--- config.mk ---
export PLATFORM = sky130hd
export DESIGN_NAME = quadratic_contour_point_expander
export DESIGN_NICKNAME = d
export VERILOG_FILES = /design/src/rtl/qcpe_pkg.sv /design/src/rtl/qcpe_core.sv /design/src/rtl/qcpe_obuf.sv /design/src/rtl/quadratic_contour_point_expander.sv
export SDC_FILE = /design/constraint.sdc
export NUM_CORES = 1
export LEC_CHECK = 0
export ABC_CLOCK_PERIOD_IN_PS = 6300
export BUFFER_PORTS_ARGS = -buffer_cell sky130_fd_sc_hd__buf_4
export CAP_MARGIN = 20
export CORE_ASPECT_RATIO = 0.6
export CORE_MARGIN = 4
export CORE_UTILIZATION = 50
export DETAILED_ROUTE_END_ITERATION = 8
export GPL_TIMING_DRIVEN = 0
export MAX_ROUTING_LAYER = met4
export PLACE_DENSITY = 0.71
export SETUP_SLACK_MARGIN = 0.15
export SYNTH_ARGS = -nofsm -noshare
export SYNTH_HDL_FRONTEND = slang
export SYNTH_SLANG_ARGS = --single-unit
--- constraint.sdc ---
create_clock -name clk -period 6.3 [get_ports clk]
set_clock_uncertainty 0.1 [all_clocks]
set_input_delay 1.26 -clock clk [delete_from_list [all_inputs] [get_ports clk]]
set_output_delay 1.26 -clock clk [all_outputs]
set_load 0.05 [all_outputs]
--- src/rtl/qcpe_pkg.sv ---
`default_nettype none
package qcpe_pkg;

  // coordinate width default
  localparam int COORD_BITS_DEF = 16;

  // header point count width
  localparam int COUNT_BITS = 16;

  // results one item can cause
  localparam int MAX_RES = 2;

  // item kind codes
  localparam logic KIND_HEADER = 1'b0;
  localparam logic KIND_POINT  = 1'b1;

  // per-result flags handed from the core to the result buffer
  typedef struct packed {
    logic on_curve;
    logic closes;
    logic last;
  } res_flags_t;

endpackage
`default_nettype wire

--- src/rtl/qcpe_core.sv ---
`default_nettype none
module qcpe_core #(
  parameter int COORD_BITS = qcpe_pkg::COORD_BITS_DEF
) (
  input  wire                                   clk,
  input  wire                                   rst_n,
  input  wire                                   commit,
  input  wire                                   kind,
  input  wire signed [COORD_BITS-1:0]           coord_x,
  input  wire signed [COORD_BITS-1:0]           coord_y,
  input  wire                                   is_on_curve,
  input  wire        [qcpe_pkg::COUNT_BITS-1:0] point_count,
  output logic       [1:0]                      res_n,
  output logic signed [COORD_BITS-1:0]          res_x [qcpe_pkg::MAX_RES],
  output logic signed [COORD_BITS-1:0]          res_y [qcpe_pkg::MAX_RES],
  output qcpe_pkg::res_flags_t                  res_flags [qcpe_pkg::MAX_RES]
);

  // contour state
  logic signed [COORD_BITS-1:0]           tail_x_r, tail_y_r, prev_x_r, prev_y_r;
  logic signed [COORD_BITS-1:0]           tail_x_nxt, tail_y_nxt, prev_x_nxt, prev_y_nxt;
  logic                                   tail_on_r, prev_on_r, at_first_r, drop_r;
  logic                                   tail_on_nxt, prev_on_nxt, at_first_nxt, drop_nxt;
  logic [qcpe_pkg::COUNT_BITS-1:0]        left_r, left_nxt;

  logic                                   is_pt, active;
  logic [qcpe_pkg::COUNT_BITS-1:0]        left;
  logic                                   left_zero, left_one;
  logic                                   lead_mid, lead_tail, has_lead;
  logic                                   drop_eff, prev_on_eff, emit_pt, closes_pt, ins_mid;
  logic signed [COORD_BITS-1:0]           mate_x, mate_y, mid_x, mid_y;
  logic signed [COORD_BITS:0]             sum_x, sum_y, adj_x, adj_y;
  logic signed [COORD_BITS-1:0]           s0_x, s0_y;
  qcpe_pkg::res_flags_t                   s0_f, s1_f;
  logic [1:0]                             n;

  // decode of the current point against the contour state
  always_comb begin
    is_pt       = (kind == qcpe_pkg::KIND_POINT);
    active      = is_pt && (left_r != '0);
    left        = left_r - qcpe_pkg::COUNT_BITS'(1);
    left_zero   = (left == '0);
    left_one    = (left == qcpe_pkg::COUNT_BITS'(1));
    lead_mid    = at_first_r && !is_on_curve && !tail_on_r;
    lead_tail   = at_first_r && !is_on_curve && tail_on_r;
    has_lead    = lead_mid || lead_tail;
    drop_eff    = drop_r || lead_tail;
    prev_on_eff = at_first_r ? 1'b1 : prev_on_r;
    emit_pt     = !(drop_eff && left_zero);
    closes_pt   = left_zero || (drop_eff && left_one);
    ins_mid     = emit_pt && !prev_on_eff && !is_on_curve;
  end

  // shared midpoint unit, truncating toward zero
  always_comb begin
    mate_x = at_first_r ? tail_x_r : prev_x_r;
    mate_y = at_first_r ? tail_y_r : prev_y_r;
    sum_x  = {coord_x[COORD_BITS-1], coord_x} + {mate_x[COORD_BITS-1], mate_x};
    sum_y  = {coord_y[COORD_BITS-1], coord_y} + {mate_y[COORD_BITS-1], mate_y};
    adj_x  = sum_x + {{COORD_BITS{1'b0}}, sum_x[COORD_BITS]};
    adj_y  = sum_y + {{COORD_BITS{1'b0}}, sum_y[COORD_BITS]};
    mid_x  = adj_x[COORD_BITS:1];
    mid_y  = adj_y[COORD_BITS:1];
  end

  // result slots: leading or inserted point first, then the point itself
  always_comb begin
    n = 2'd0;
    if (active) begin
      n = {1'b0, has_lead} + {1'b0, ins_mid} + {1'b0, emit_pt};
    end
    s0_f.last = (n == 2'd1);
    if (lead_tail) begin
      s0_x        = tail_x_r;
      s0_y        = tail_y_r;
      s0_f.on_curve = 1'b1;
      s0_f.closes = left_zero;
    end else if (lead_mid || ins_mid) begin
      s0_x        = mid_x;
      s0_y        = mid_y;
      s0_f.on_curve = 1'b1;
      s0_f.closes = 1'b0;
    end else begin
      s0_x        = coord_x;
      s0_y        = coord_y;
      s0_f.on_curve = is_on_curve;
      s0_f.closes = closes_pt;
    end
    s1_f.on_curve = is_on_curve;
    s1_f.closes   = closes_pt;
    s1_f.last     = 1'b1;
    res_n        = n;
    res_x[0]     = s0_x;
    res_y[0]     = s0_y;
    res_flags[0] = s0_f;
    res_x[1]     = coord_x;
    res_y[1]     = coord_y;
    res_flags[1] = s1_f;
  end

  // next contour state
  always_comb begin
    tail_x_nxt   = tail_x_r;
    tail_y_nxt   = tail_y_r;
    tail_on_nxt  = tail_on_r;
    prev_x_nxt   = prev_x_r;
    prev_y_nxt   = prev_y_r;
    prev_on_nxt  = prev_on_r;
    at_first_nxt = at_first_r;
    drop_nxt     = drop_r;
    left_nxt     = left_r;
    if (commit) begin
      if (!is_pt) begin
        tail_x_nxt   = coord_x;
        tail_y_nxt   = coord_y;
        tail_on_nxt  = is_on_curve;
        left_nxt     = point_count;
        drop_nxt     = 1'b0;
        prev_on_nxt  = 1'b1;
        at_first_nxt = 1'b1;
      end else if (active) begin
        left_nxt     = left;
        at_first_nxt = 1'b0;
        drop_nxt     = drop_eff;
        prev_on_nxt  = emit_pt ? is_on_curve : prev_on_eff;
        if (emit_pt) begin
          prev_x_nxt = coord_x;
          prev_y_nxt = coord_y;
        end
      end
    end
  end

  // control state
  always_ff @(posedge clk) begin
    if (!rst_n) begin
      tail_on_r  <= 1'b1;
      prev_on_r  <= 1'b1;
      at_first_r <= 1'b1;
      drop_r     <= 1'b0;
      left_r     <= '0;
    end else begin
      tail_on_r  <= tail_on_nxt;
      prev_on_r  <= prev_on_nxt;
      at_first_r <= at_first_nxt;
      drop_r     <= drop_nxt;
      left_r     <= left_nxt;
    end
  end

  // coordinates
  always_ff @(posedge clk) begin
    tail_x_r <= tail_x_nxt;
    tail_y_r <= tail_y_nxt;
    prev_x_r <= prev_x_nxt;
    prev_y_r <= prev_y_nxt;
  end

`ifndef NO_ASSERTIONS
  // a point never raises the remaining count
  a_left_dec: assert property (@(posedge clk) disable iff (!rst_n)
    (commit && is_pt && left_r != '0) |=> (left_r == $past(left_r) - 1'b1))
    else $error("point count did not step down");

  // two results only ever come from a leading point or an inserted midpoint
  a_two_res: assert property (@(posedge clk) disable iff (!rst_n)
    (res_n == 2'd2) |-> (has_lead || ins_mid))
    else $error("two results without an extra point");

  // the first point of a contour clears the first-point flag
  a_first_clear: assert property (@(posedge clk) disable iff (!rst_n)
    (commit && active) |=> !at_first_r)
    else $error("first-point flag still set");
`endif

endmodule
`default_nettype wire

--- src/rtl/qcpe_obuf.sv ---
`default_nettype none
module qcpe_obuf #(
  parameter int COORD_BITS = qcpe_pkg::COORD_BITS_DEF
) (
  input  wire                          clk,
  input  wire                          rst_n,
  input  wire                          load,
  input  wire  [1:0]                   load_n,
  input  wire  signed [COORD_BITS-1:0] load_x [qcpe_pkg::MAX_RES],
  input  wire  signed [COORD_BITS-1:0] load_y [qcpe_pkg::MAX_RES],
  input  wire  qcpe_pkg::res_flags_t   load_flags [qcpe_pkg::MAX_RES],
  output logic                         can_load,
  output logic                         out_valid,
  input  wire                          out_ready,
  output logic signed [COORD_BITS-1:0] out_x,
  output logic signed [COORD_BITS-1:0] out_y,
  output qcpe_pkg::res_flags_t         out_flags
);

  logic [1:0]                   cnt_r, cnt_nxt;
  logic signed [COORD_BITS-1:0] x0_r, y0_r, x1_r, y1_r;
  qcpe_pkg::res_flags_t         f0_r, f1_r;
  logic                         pop;

  // drain status
  always_comb begin
    pop       = out_valid && out_ready;
    can_load  = (cnt_r == 2'd0) || ((cnt_r == 2'd1) && pop);
    out_valid = (cnt_r != 2'd0);
    out_x     = x0_r;
    out_y     = y0_r;
    out_flags = f0_r;
  end

  // fill count
  always_comb begin
    cnt_nxt = cnt_r;
    if (load) begin
      cnt_nxt = load_n;
    end else if (pop) begin
      cnt_nxt = cnt_r - 2'd1;
    end
  end

  always_ff @(posedge clk) begin
    if (!rst_n) begin
      cnt_r <= 2'd0;
    end else begin
      cnt_r <= cnt_nxt;
    end
  end

  // result slots, head in slot 0
  always_ff @(posedge clk) begin
    if (load) begin
      x0_r <= load_x[0];
      y0_r <= load_y[0];
      f0_r <= load_flags[0];
      x1_r <= load_x[1];
      y1_r <= load_y[1];
      f1_r <= load_flags[1];
    end else if (pop) begin
      x0_r <= x1_r;
      y0_r <= y1_r;
      f0_r <= f1_r;
    end
  end

`ifndef NO_ASSERTIONS
  // count never exceeds the two slots
  a_cnt_max: assert property (@(posedge clk) disable iff (!rst_n)
    cnt_r != 2'd3)
    else $error("result buffer overfilled");

  // a load only lands in a buffer that is empty after this cycle
  a_load_ok: assert property (@(posedge clk) disable iff (!rst_n)
    load |-> can_load)
    else $error("load into a busy result buffer");

  // after a load the count is the number of results loaded
  a_load_cnt: assert property (@(posedge clk) disable iff (!rst_n)
    load |=> (cnt_r == $past(load_n)))
    else $error("result count wrong after load");
`endif

endmodule
`default_nettype wire

--- src/rtl/quadratic_contour_point_expander.sv ---
// Each item passes the input register, then the result register, which offers
// its results; it waits while the result buffer cannot take it. Throughput:
// one item per cycle while each item causes at most one result and out_ready
// is high; the port delivers one result per cycle, so an item with two results
// holds up the next. Synchronous active-low reset empties both stages.
`default_nettype none
module quadratic_contour_point_expander #(
  parameter int COORD_BITS = qcpe_pkg::COORD_BITS_DEF
) (
  input  wire                                   clk,
  input  wire                                   rst_n,
  input  wire                                   in_valid,
  output logic                                  in_ready,
  input  wire                                   in_kind,
  input  wire signed [COORD_BITS-1:0]           in_coord_x,
  input  wire signed [COORD_BITS-1:0]           in_coord_y,
  input  wire                                   in_is_on_curve,
  input  wire        [qcpe_pkg::COUNT_BITS-1:0] in_point_count,
  output logic                                  out_valid,
  input  wire                                   out_ready,
  output logic signed [COORD_BITS-1:0]          out_x,
  output logic signed [COORD_BITS-1:0]          out_y,
  output logic                                  out_on_curve,
  output logic                                  out_closes_contour,
  output logic                                  out_final_of_run
);

  logic                            full_r, full_nxt;
  logic                            kind_r, on_r;
  logic signed [COORD_BITS-1:0]    x_r, y_r;
  logic [qcpe_pkg::COUNT_BITS-1:0] cnt_r;
  logic                            move, can_load, take;
  logic [1:0]                      res_n;
  logic signed [COORD_BITS-1:0]    res_x [qcpe_pkg::MAX_RES];
  logic signed [COORD_BITS-1:0]    res_y [qcpe_pkg::MAX_RES];
  qcpe_pkg::res_flags_t            res_flags [qcpe_pkg::MAX_RES];
  qcpe_pkg::res_flags_t            out_flags;

  // input stage handshake
  always_comb begin
    move     = full_r && ((res_n == 2'd0) || can_load);
    in_ready = !full_r || move;
    take     = in_valid && in_ready;
    full_nxt = take ? 1'b1 : (move ? 1'b0 : full_r);
  end

  always_ff @(posedge clk) begin
    if (!rst_n) begin
      full_r <= 1'b0;
    end else begin
      full_r <= full_nxt;
    end
  end

  // input register
  always_ff @(posedge clk) begin
    if (take) begin
      kind_r <= in_kind;
      x_r    <= in_coord_x;
      y_r    <= in_coord_y;
      on_r   <= in_is_on_curve;
      cnt_r  <= in_point_count;
    end
  end

  qcpe_core #(
    .COORD_BITS (COORD_BITS)
  ) u_core (
    .clk         (clk),
    .rst_n       (rst_n),
    .commit      (move),
    .kind        (kind_r),
    .coord_x     (x_r),
    .coord_y     (y_r),
    .is_on_curve (on_r),
    .point_count (cnt_r),
    .res_n       (res_n),
    .res_x       (res_x),
    .res_y       (res_y),
    .res_flags   (res_flags)
  );

  qcpe_obuf #(
    .COORD_BITS (COORD_BITS)
  ) u_obuf (
    .clk        (clk),
    .rst_n      (rst_n),
    .load       (move && (res_n != 2'd0)),
    .load_n     (res_n),
    .load_x     (res_x),
    .load_y     (res_y),
    .load_flags (res_flags),
    .can_load   (can_load),
    .out_valid  (out_valid),
    .out_ready  (out_ready),
    .out_x      (out_x),
    .out_y      (out_y),
    .out_flags  (out_flags)
  );

  // result flags onto the port
  always_comb begin
    out_on_curve       = out_flags.on_curve;
    out_closes_contour = out_flags.closes;
    out_final_of_run   = out_flags.last;
  end

endmodule
`default_nettype wire
==> results.yml <==
cells_and_area:
  area_growth_pct: 16.73
  antenna_cells: 0
  nets: 1190
  stdcell_count: 1387
  drive_above_1_share_pct: 17.96
die:
  core_area_mm2: 0.02129
  initial_core_util_pct: 51.63
  dieHeight_um: 122.9
  die_w_um: 199.4
  rows: 41
  dieArea_mm2: 0.02450
  ioPinCount: 91
setup_path:
  timing.rr.start: "u_core.at_first_r$_SDFFE_PN1P_"
  cp.required_ns: 6.39
  reg2regPathDepth: 19
  path_class: "flip-flop to flip-flop"
  r2r_slack_ns: 0.50
  reg2reg_to: "u_obuf.out_y[15]$_DFFE_PP_"
  crit_path_end_kind: "flip-flop"
  arrival_ns: 5.90
  start_kind: "flip-flop"
  crit_path_max_fanout: 10
placed_design:
  dp_hpwl_um: 20950
  routabilityCongestion: 0.9544
  place_inst: 1349
  dp_slack_ns: -0.2652
  io_buffers: 90
logic_synthesis:
  synth_ff_type: "edfxtp_1"
  synthArstFlopShare_pct: 0
  ys_seq_elements: 206
  postSynthAreaPerCell_um2: 11.27
  syn_nets: 1071
  synth_edf_count: 183
  synthCells: 975
  synth_cell_types: 74
  mappedNetlistArea_mm2: 0.01099
  ys_seq_area_share_pct: 54.18
  yosysWarnings: 0
clocking:
  cts_tree: "yes"
  cts_buffers: 20
  clk_latency_ns: 0.50
  cts_max_level: 1
  cts_num_sinks: 206
  cts_root_buf: "clkbuf_16"
  clk_path_buf_depth: 3
  clkSlewWorstSetupHoldPaths_ns: 0.06
route:
  viasPerCell: 6.033
  drc: 0
  wl_per_cell_um: 21.30
  dr.pass1.iters: 6
  drt_wl_total_um: 29540
  initialDrtViolationCount: 928
  vias: 8368
  antenna_left: 0
power_and_ir_drop:
  pwr-share-clk_pct: 29.0
  p_total_mw: 4.203
  switchingPower_mw: 1.397
  seq_power_share_pct: 41.0
  power_density_mw_per_mm2: 327.6
  combPwrFrac_pct: 30.0
  peakVddDrop_mv: 0.3007
  p_leak_nw: 4.802
  internal-power_mw: 2.806
  swShare_pct: 33.25
hold_path:
  holdCritStartpoint: "u_obuf.cnt_r[1]$_SDFFE_PN0P_"
  hp-class: "flip-flop to flip-flop"
  hold_path_end: "u_obuf.cnt_r[1]$_SDFFE_PN0P_"
  min_path_cells: 1
global_routing:
  grt_pass1_wl_um: 45820
  antenna_found_initial: 0
  overflow: 0
  grt_use_total_pct: 24.84
  grt_pass1_vias: 7841
  grt_start_max_net_pins: 38
sta:
  drv_slew: 0
  max_freq_ghz: 0.1723
  fin_crit_ns: 5.805
  setup_viol: 0
  tightest_slew_ns: 1.074
  max-slew-margin-rel_pct: 28.40
  tns_ns: 0
  period_share_pct: 92.14
  rsz0062_at_grt: "false"
  setup_slack_ns: 0.4952
  hold_violations: 0
run:
  cap_violations: 0
run_status:
  outcome: "complete, no violations"
==> cell usage in the layout, fill, tap and decap left out, drive strengths merged, types with 11 or more instances in the layout <==
master  synthesis  final
edfxtp        183    183
buf            12    108
a21oi          84     84
nor2           65     65
o21ai          61     61
clkbuf         33     60
nand2          52     52
ha             39     39
inv            38     38
mux2           30     30
nor3           30     30
xnor2          27     27
dfxtp          23     23
xor2           21     21
and2           21     21
and3           19     19
nand3          18     18
mux2i          17     17
nand4          14     14
nor2b          14     14
a21o           13     13
a211oi         11     11
==> layer usage <==
metal | GRT usage (%) | wire length (µm) | up-vias
met5 | - | 0 | -
met4 | 3.478 | 353 | 0
met3 | 4.664 | 2900 | 25
met2 | 31.18 | 11170 | 373
met1 | 41.59 | 15110 | 4022
li1 | - | - | 3948
==> critical path: stages, from the launching register on <==
cell and delay, ns:
dfxtp_1 0.30, buf_2 0.23, buf_1 0.70, mux2_2 0.42, ha_1 0.22, inv_1 0.08, fa_1 0.23, nor2b_1 0.07
o31a_1 0.32, o31ai_1 0.55, o21ai_0 0.28, a31o_2 0.37, nor2_1 0.12, ha_1 0.26, and2_1 0.17, nand4_1 0.24
nor3b_1 0.33, nand4_1 0.21, xnor2_1 0.19, a21oi_1 0.11
==> kinds of logic after synthesis <==
family / Yosys count / synth area share [%]
compound gates: 270 / 15.83
xor+xnor: 48 / 3.825
fa+ha+maj: 42 / 4.986
buf+inv: 83 / 2.925
flops: 206 / 54.18
mux: 47 / 4.621
simple gates: 279 / 13.63
==> stage by stage <==
stage	util, %	hold WS [ns]	area (µm²)
6_report	60.27	0.4182	12830
5_1_grt	60.27	0.4547	12830
4_1_cts	60.19	0.4173	12810
3_5_place_dp	56.97	0.4026	12130
3_3_place_gp	56.44	0.3837	12020
2_1_floorplan	-	0.3722	10990
==> area by class of cell <==
| class | instances | area (µm²) |
|---|---|---|
| fill | 1790 | 8458 |
| sequential | 206 | 5956 |
| multi-input combinational | 686 | 4751 |
| timing repair buffer | 97 | 778.2 |
| clock buffer | 26 | 564.3 |
| tap | 279 | 349.1 |
| buffer | 45 | 187.7 |
| inverter | 38 | 142.6 |
| clock inverter | 10 | 102.6 |
==> synth_stat cells (all sizes together), types with 10 or more instances <==
library cell / n / area (µm²)
nor2b: 14 / 87.58
xnor2: 27 / 236.5
a21o: 13 / 97.59
nand3: 18 / 90.09
and2: 21 / 131.4
nor2: 65 / 244.0
nor3: 30 / 172.7
nand2: 52 / 195.2
edfxtp: 183 / 5495
inv: 38 / 142.6
mux2: 30 / 337.8
and3: 19 / 118.9
ha: 39 / 488.0
xor2: 21 / 183.9
o21ai: 61 / 305.3
buf: 12 / 55.05
clkbuf: 33 / 123.9
a21oi: 84 / 420.4
or3: 10 / 62.56
dfxtp: 23 / 460.4
nand4: 14 / 87.58
a211oi: 11 / 87.58
mux2i: 17 / 170.2
==> power by group through the flow <==
stage | clock network, mW | logic, mW | registers (mW)
2_1_floorplan | 0 | 0.739 | 1.88
3_3_place_gp | 0 | 1.21 | 1.75
3_5_place_dp | 0 | 1.23 | 1.75
4_1_cts | 1.24 | 1.24 | 1.72
5_1_grt | 1.30 | 1.37 | 1.74
6_report | 1.22 | 1.26 | 1.72
==> repair_timing <==
action / in CTS / in global routing
gates cloned: 0 / 0
hold buffers: 0 / 0
gates resized for setup: 2 / 9
pin swaps: 1 / 0
buffers inserted: 1 / 1
endpoints found under the setup margin: 64 / 42
==> worst max-delay path by stage <==
stage                                        start                          to  slack, ns  cells past startpoint
floorplan            u_core.left_r[0]$_SDFFE_PN0P_          cnt_r[0]$_DFFE_PP_       0.56                     15
global placement     u_core.left_r[0]$_SDFFE_PN0P_  u_obuf.out_x[11]$_DFFE_PP_      -1.87                     20
detailed placement   u_core.left_r[0]$_SDFFE_PN0P_  u_obuf.out_x[11]$_DFFE_PP_      -0.27                     20
CTS                  u_core.left_r[0]$_SDFFE_PN0P_                    in_ready       0.28                     16
global route         u_core.left_r[0]$_SDFFE_PN0P_                    in_ready       0.20                     16
finish              u_core.at_first_r$_SDFFE_PN1P_  u_obuf.out_y[15]$_DFFE_PP_       0.50                     19
No activity file was read; power rests on OpenSTA's default activity.
